`src/bli_pkg.sv`:
```
package bli_pkg;

  localparam int unsigned ValueW = 32;
  localparam int unsigned PosW   = 16;
  localparam int unsigned ModeW  = 2;

  // s_tdata: item_value [31:0], position [47:32]
  localparam int unsigned InDataW = ValueW + PosW;
  // m_tuser: list_empty [0], insert_dropped [1]
  localparam int unsigned OutUserW = 2;

  localparam logic [ModeW-1:0] MODE_INS_FRONT = 2'd0;
  localparam logic [ModeW-1:0] MODE_INS_BACK  = 2'd1;
  localparam logic [ModeW-1:0] MODE_DELETE    = 2'd2;

  typedef enum logic [1:0] {
    ST_IDLE,
    ST_SHIFT,
    ST_FINISH,
    ST_EMIT
  } bli_state_t;

endpackage

```
`src/bounded_list_insert_delete_unit.sv`:
```
// A back insert, a front insert into an empty list, a delete of the last element, an ignored
// delete or a dropped insert updates the list directly; a front insert into a non-empty list
// and a delete at any other position first shift the entries in ST_SHIFT, then ST_FINISH. The
// list then streams out from the front after a registered read. A new request is taken only
// in ST_IDLE, once the last element is loaded into the output register. Entries are moved by
// the one-read, one-write shift sequencer. Reset: rst (sync, high) empties the list.
module bounded_list_insert_delete_unit #(
  parameter int unsigned CAPACITY = 32
) (
  input  logic                          clk,
  input  logic                          rst,
  // slave side
  input  logic                          s_tvalid,
  output logic                          s_tready,
  input  logic [bli_pkg::InDataW-1:0]   s_tdata,   // item_value [31:0], position [47:32]
  input  logic [bli_pkg::ModeW-1:0]     s_tuser,   // mode [1:0]
  // master side
  output logic                          m_tvalid,
  input  logic                          m_tready,
  output logic [bli_pkg::ValueW-1:0]    m_tdata,   // element [31:0]
  output logic [bli_pkg::OutUserW-1:0]  m_tuser,   // list_empty [0], insert_dropped [1]
  output logic                          m_tlast
);
  import bli_pkg::*;

  localparam int unsigned IDX_W = $clog2(CAPACITY);
  localparam int unsigned CNT_W = $clog2(CAPACITY + 1);

  // List memory, front at entry 0. One write port and one registered read port.
  logic [ValueW-1:0] mem [CAPACITY];
  logic [ValueW-1:0] rd_data;

  bli_state_t state, state_next;

  logic [CNT_W-1:0]  count;        // valid entries
  logic [ValueW-1:0] value_reg;    // value held for a front insert
  logic              dropped;      // insert refused on a full list
  logic              shift_up;     // 1: front insert moves up, 0: delete moves down
  logic [IDX_W-1:0]  sh_src;       // next entry to read during a shift
  logic [IDX_W-1:0]  sh_dst;       // where the pending read lands
  logic [CNT_W-1:0]  sh_left;      // moves still to issue
  logic              sh_pend;      // rd_data holds a word to write back
  logic [CNT_W-1:0]  rd_idx;       // next entry to read during emit
  logic              em_pend;      // rd_data holds an element to emit
  logic              em_last;      // that element is the final one

  // Unpacked request fields
  logic [ModeW-1:0]  in_mode;
  logic [ValueW-1:0] in_value;
  logic [PosW-1:0]   in_pos;
  assign in_mode  = s_tuser;
  assign in_value = s_tdata[ValueW-1:0];
  assign in_pos   = s_tdata[InDataW-1:ValueW];

  // Request decode
  logic in_accept, is_insert, is_back, full, pos_in_range, pos_is_tail;
  logic direct_write, need_shift;

  assign in_accept    = s_tvalid && s_tready;
  assign is_insert    = (in_mode == MODE_INS_FRONT) || (in_mode == MODE_INS_BACK);
  assign is_back      = (in_mode == MODE_INS_BACK);
  assign full         = (count == CNT_W'(CAPACITY));
  assign pos_in_range = in_pos < PosW'(count);
  assign pos_is_tail  = (in_pos == PosW'(count) - PosW'(1));
  // A back insert, or a front insert into an empty list, writes straight to entry count.
  assign direct_write = is_insert && !full && (is_back || (count == '0));
  assign need_shift   = is_insert ? (!full && !is_back && (count != '0))
                                  : (pos_in_range && !pos_is_tail);

  // Sequencer controls
  logic              out_free, sh_issue, em_issue, em_load, em_empty_load;
  logic              rd_en, wr_en;
  logic [IDX_W-1:0]  rd_addr, wr_addr;
  logic [ValueW-1:0] wr_data;

  assign out_free = !m_tvalid || m_tready;

  always_comb begin
    sh_issue      = 1'b0;
    em_issue      = 1'b0;
    em_load       = 1'b0;
    em_empty_load = 1'b0;
    rd_en         = 1'b0;
    rd_addr       = rd_idx[IDX_W-1:0];
    wr_en         = 1'b0;
    wr_addr       = count[IDX_W-1:0];
    wr_data       = in_value;
    unique case (state)
      ST_IDLE: begin
        wr_en = in_accept && direct_write;
      end
      ST_SHIFT: begin
        // Read one entry a cycle, write the previous read back one slot over.
        sh_issue = (sh_left != '0);
        rd_en    = sh_issue;
        rd_addr  = sh_src;
        wr_en    = sh_pend;
        wr_addr  = sh_dst;
        wr_data  = rd_data;
      end
      ST_FINISH: begin
        // Front insert drops its value into the freed front slot.
        wr_en   = shift_up;
        wr_addr = '0;
        wr_data = value_reg;
      end
      ST_EMIT: begin
        em_load       = em_pend && out_free;
        em_issue      = (rd_idx < count) && (!em_pend || em_load);
        em_empty_load = (count == '0) && out_free;
        rd_en         = em_issue;
      end
      default: ;
    endcase
  end

  // Next state
  always_comb begin
    state_next = state;
    unique case (state)
      ST_IDLE: begin
        if (in_accept) begin
          state_next = need_shift ? ST_SHIFT : ST_EMIT;
        end
      end
      ST_SHIFT: begin
        if ((sh_left == '0) && !sh_pend) begin
          state_next = ST_FINISH;
        end
      end
      ST_FINISH: begin
        state_next = ST_EMIT;
      end
      ST_EMIT: begin
        if (em_empty_load || (em_load && em_last)) begin
          state_next = ST_IDLE;
        end
      end
      default: state_next = ST_IDLE;
    endcase
  end

  // Hold off transfers while reset is applied
  assign s_tready = (state == ST_IDLE) && !rst;

  // Memory
  always_ff @(posedge clk) begin
    if (wr_en) begin
      mem[wr_addr] <= wr_data;
    end
    if (rd_en) begin
      rd_data <= mem[rd_addr];
    end
  end

  // Control state
  always_ff @(posedge clk) begin
    if (rst) begin
      state    <= ST_IDLE;
      count    <= '0;
      sh_pend  <= 1'b0;
      em_pend  <= 1'b0;
      rd_idx   <= '0;
      m_tvalid <= 1'b0;
    end else begin
      state <= state_next;

      // Element count
      if (state == ST_IDLE && in_accept) begin
        if (direct_write) begin
          count <= count + CNT_W'(1);
        end else if (!is_insert && pos_in_range && pos_is_tail) begin
          count <= count - CNT_W'(1);
        end
      end else if (state == ST_FINISH) begin
        count <= shift_up ? count + CNT_W'(1) : count - CNT_W'(1);
      end

      sh_pend <= sh_issue;

      // Emit read pointer: restart at the front outside emit
      if (state != ST_EMIT) begin
        rd_idx <= '0;
      end else if (em_issue) begin
        rd_idx <= rd_idx + CNT_W'(1);
      end

      if (em_issue) begin
        em_pend <= 1'b1;
      end else if (em_load) begin
        em_pend <= 1'b0;
      end

      // Output register: load, or drop once taken
      if (em_load || em_empty_load) begin
        m_tvalid <= 1'b1;
      end else if (m_tready) begin
        m_tvalid <= 1'b0;
      end
    end
  end

  // Payload registers
  always_ff @(posedge clk) begin
    if (state == ST_IDLE && in_accept) begin
      value_reg <= in_value;
      dropped   <= is_insert && full;
      shift_up  <= is_insert;
      if (is_insert) begin
        sh_src  <= IDX_W'(count - CNT_W'(1));
        sh_left <= count;
      end else begin
        sh_src  <= IDX_W'(in_pos + PosW'(1));
        sh_left <= count - in_pos[CNT_W-1:0] - CNT_W'(1);
      end
    end else if (sh_issue) begin
      sh_dst  <= shift_up ? sh_src + IDX_W'(1) : sh_src - IDX_W'(1);
      sh_src  <= shift_up ? sh_src - IDX_W'(1) : sh_src + IDX_W'(1);
      sh_left <= sh_left - CNT_W'(1);
    end

    if (em_issue) begin
      em_last <= (rd_idx + CNT_W'(1) == count);
    end

    if (em_load) begin
      m_tdata    <= rd_data;
      m_tuser[0] <= 1'b0;
      m_tuser[1] <= dropped;
      m_tlast    <= em_last;
    end else if (em_empty_load) begin
      m_tdata    <= '0;
      m_tuser[0] <= 1'b1;
      m_tuser[1] <= dropped;
      m_tlast    <= 1'b1;
    end
  end

endmodule

```
`config.mk`:
```
export PLATFORM = sky130hd
export DESIGN_NAME = bounded_list_insert_delete_unit
export DESIGN_NICKNAME = d
export VERILOG_FILES = /design/src/bli_pkg.sv /design/src/bounded_list_insert_delete_unit.sv
export SDC_FILE = /design/constraint.sdc
export NUM_CORES = 2
export LEC_CHECK = 0
export ABC_CLOCK_PERIOD_IN_PS = 5400
export BUFFER_PORTS_ARGS = -buffer_cell sky130_fd_sc_hd__buf_2
export CAP_MARGIN = 20
export CORE_MARGIN = 1
export CORE_UTILIZATION = 45
export CTS_CLUSTER_SIZE = 14
export DETAILED_ROUTE_END_ITERATION = 8
export PLACE_DENSITY_LB_ADDON = 0.05
export RECOVER_POWER = 25
export SETUP_SLACK_MARGIN = 0.02
export SYNTH_ARGS = -nofsm -noshare
export SYNTH_HDL_FRONTEND = slang
export SYNTH_SLANG_ARGS = --single-unit
```
`constraint.sdc`:
```
create_clock -name clk -period 5.4 [get_ports clk]
set_input_delay 0.54 -clock clk [delete_from_list [all_inputs] [get_ports clk]]
set_output_delay 0.54 -clock clk [all_outputs]
set_load 0.01 [all_outputs]
```
==> run_results.csv <==
group,metric,value,unit
routing,wl_per_cell,28.4,um
clocking,htreeDepth,4,
logic_synthesis,synth_warnings,0,
worst_setup_path,worstPathRequired,5.71,ns
floorplan,die_y,327,um
logic_synthesis,postSynth.asyncResetShare,0,
sta,grt_setup_unrepaired,"false",
layout,largest-register,"mem",
clocking,cts_made_buffers,131,
logic_synthesis,ys_types,66,
worst_setup_path,path_class,"flop to flop",
global_route,antenna_found_initial,3,
power_and_ir_drop,intPower,0.0205,W
logic_synthesis,ys_seq_elements,1159,
power_and_ir_drop,p_per_area,579,mW/mm2
power_and_ir_drop,ir_worst_vdd,485,uV
worst_setup_path,r2r_start,"state[1]$_SDFFE_PP0P_",
placement,gp_congestion,0.844,
logic_synthesis,synth_cells,3157,
routing,ant_nets,0,
worst_setup_path,reg2reg_depth,6,
clocking,cts_tree,"built",
outcome,status,"complete, but fails checks",
floorplan,core_area,0.105,mm2
logic_synthesis,ys.flop_type,"edfxtp_1",
power_and_ir_drop,swShare,0.355,
sta,whs,0.134,ns
global_route,grt_pass1_wl,199,mm
power_and_ir_drop,pwr-share-clk,0.270,
placement,portBuffers,90,
sta,worst_slew_pin_slew,1.92,ns
clocking,post_cts_resized,0,
layout,fillers,8694,
layout,area_growth,15.2,%
logic_synthesis,netlist.area_leader.share,0.719,
global_route,grt_max_degree,96,
worst_hold_path,min_to,"value_reg[29]$_DFFE_PP_",
power_and_ir_drop,p_comb_frac,0.304,
sta,hold_viol,0,
global_route,track_usage,0.256,
logic_synthesis,yosysSeqAreaShare,0.726,
layout,finalNonFillerCells,4823,
power_and_ir_drop,seq_power_share,0.425,
outcome,violations,"max-capacitance violations, max-slew violations",
logic_synthesis,avgSynthCellArea,15.1,um2
worst_setup_path,endpoint_kind,"flop",
layout,nNetsFinal,3411,
logic_synthesis,synth_area_leaders,"edfxtp_1 72%, mux4_2 6.0%, nand2_1 3.8%",
clocking,insertion_delay,0.75,ns
job,drv_cap,5,
floorplan,io_pins,91,
worst_setup_path,reg2reg_slack,0.86,ns
clocking,cts_root_buf,"clkbuf_16",
floorplan,dieArea,0.107,mm2
clocking,clk_pin_slew,0.06,ns
global_route,grt_pass1_vias,28724,
floorplan,die_x,327,um
layout,multiInputGateArea,0.0126,mm2
layout,drive_gt1_frac,0.154,
worst_setup_path,rr_endpoint,"mem[3][18]$_DFFE_PP_",
worst_hold_path,worstHoldStart,"s_tdata[29]",
layout,n_antenna_cell,0,
worst_setup_path,worstSetupStartpointType,"flop",
sta,skew,0.0339,ns
floorplan,start_util,0.454,
sta,fin_crit,4.54,ns
logic_synthesis,netlist_top_cells_count,"1141 x edfxtp_1, 477 x nand2_1, 200 x nor2_1",
clocking,clockBufferDepth,3,
routing,firstDrtPassIters,6,
floorplan,rows,119,
layout,final_area,0.0549,mm2
layout,seq_area,0.0346,mm2
power_and_ir_drop,p_leak,18.0,nW
logic_synthesis,yosysMostFrequentCell,"edfxtp_1",
worst_setup_path,cp-startpoint,"state[1]$_SDFFE_PP0P_",
worst_hold_path,holdPathStages,1,
placement,dpl_cell_area,0.0507,mm2
power_and_ir_drop,p_switching,0.0113,W
routing,drt_iter0_markers,2984,
placement,dpl.cell_count,4559,
logic_synthesis,synthesis.area,0.0477,mm2
logic_synthesis,synth_nets,3239,
sta,fin_setup_tns,0,ns
logic_synthesis,yosys.area.top_type,"edfxtp_1",
sta,final-setup-viol-count,0,
placement,dp_hpwl,80.6,mm
global_route,grt-ovfl-total,0,
sta,fin_crit_sh,0.840,
layout,fin_util,0.522,
routing,viasPerCell,6.03,
worst_hold_path,hp-class,"primary input to flop",
worst_setup_path,worst_ep_arrival_time,4.84,ns
sta,maxSlewViolCount,170,
worst_setup_path,worstPathMaxFanout,65,
sta,max_slew_margin,-0.278,
logic_synthesis,synth-edff-count,1141,
routing,vias,29077,
routing,drcViolationCount,0,
routing,wirelength,137,mm
sta,fmax,0.220,GHz
clocking,clock-sinks,1159,
layout,largest_reg_flops,1024,
==> layout by cell type, fill, tap and decap left out, types with 14 or more instances in the layout <==
cell	Yosys	layout
a211oi_1	76	76
o31ai_1	71	70
buf_2	37	21
ha_1	27	26
a21oi_1	122	95
inv_1	29	29
dlygate4sd3_1	0	28
edfxtp_1	1141	1141
nand2_1	477	475
o2111ai_1	32	32
mux2i_1	22	19
nor3_1	78	78
nand3_1	15	15
mux4_2	126	126
o21bai_1	33	33
a21oi_2	0	23
and3_1	130	130
o22ai_1	34	34
o41ai_1	32	32
clkbuf_16	0	135
xnor2_1	20	20
buf_12	0	14
a22oi_1	96	96
nor2_4	0	34
clkinv_2	0	17
clkbuf_1	153	110
nor2_1	200	164
dfxtp_1	18	18
clkinv_1	1	31
and2_0	0	18
o21ai_0	23	23
buf_4	0	103
and2_1	35	17
==> what timing repair did <==
action / in CTS / in global routing
hold buffers: 28 / 0
endpoints found under the hold margin: 28 / 0
buffers inserted: 0 / 0
==> critical path: stages, from the launching register on <==
cell      delay, ns
dfxtp_1        0.39
inv_1          0.09
ha_1           0.67
clkbuf_2       1.35
nor2_1         0.15
a21oi_2        0.17
clkbuf_1       1.16
==> layout make-up <==
cell class	instances	area share
multi-input cells	1761	0.229
clock buffers	166	0.0637
repair buffers	246	0.0317
well taps	1391	0.0317
clock inverters	70	0.0114
inverters	30	0.00205
flip-flops and latches	1159	0.631
==> power by group through the flow <==
stage | Clock, W | Combinational, W | Sequential (W)
final | 0.00860 | 0.00968 | 0.0135
after global routing | 0.00909 | 0.0104 | 0.0136
after CTS | 0.00876 | 0.00978 | 0.0135
after detailed placement | 0 | 0.00974 | 0.0137
after global placement | 0 | 0.00950 | 0.0137
after floorplan | 0 | 0.00521 | 0.0135
==> how the worst max path moves through the flow <==
| stage | endpoint | slack, ns | cells past startpoint |
|---|---|---|---|
| floorplan | mem[12][0]$_DFFE_PP_ | 1.59 | 9 |
| global placement | rd_data[30]$_DFFE_PP_ | 1.32 | 10 |
| detailed placement | rd_data[30]$_DFFE_PP_ | 1.34 | 10 |
| CTS | rd_data[30]$_DFFE_PP_ | 1.33 | 10 |
| global route | mem[2][22]$_DFFE_PP_ | 0.60 | 6 |
| finish | mem[3][18]$_DFFE_PP_ | 0.86 | 6 |
==> metal layers <==
| metal | track usage | vias to the layer above | part of all wire |
|---|---|---|---|
| met4 | 0.0680 | 2 | 0.020 |
| met2 | 0.405 | 1060 | 0.47 |
| li1 | - | 12653 | - |
| met5 | 0 | - | 0.000095 |
| met3 | 0.0401 | 182 | 0.068 |
| met1 | 0.370 | 15180 | 0.44 |
==> logic make-up after synthesis <==
group | share of synthesized area
DFF | 0.726
and+or+nand+nor | 0.0937
AOI/OAI and AO/OA | 0.0809
buffers and inverters | 0.0199
muxes | 0.0660
xor gates and xnor gates | 0.00569
adders and majority gates | 0.00751
==> through the flow <==
step | setup WS (ns) | total power (W)
after floorplan | 1.59 | 0.0187
after global placement | 1.32 | 0.0232
after detailed placement | 1.34 | 0.0234
after CTS | 1.33 | 0.0320
after global routing | 0.604 | 0.0330
final | 0.862 | 0.0318
No activity file was read; power rests on OpenSTA's default activity.
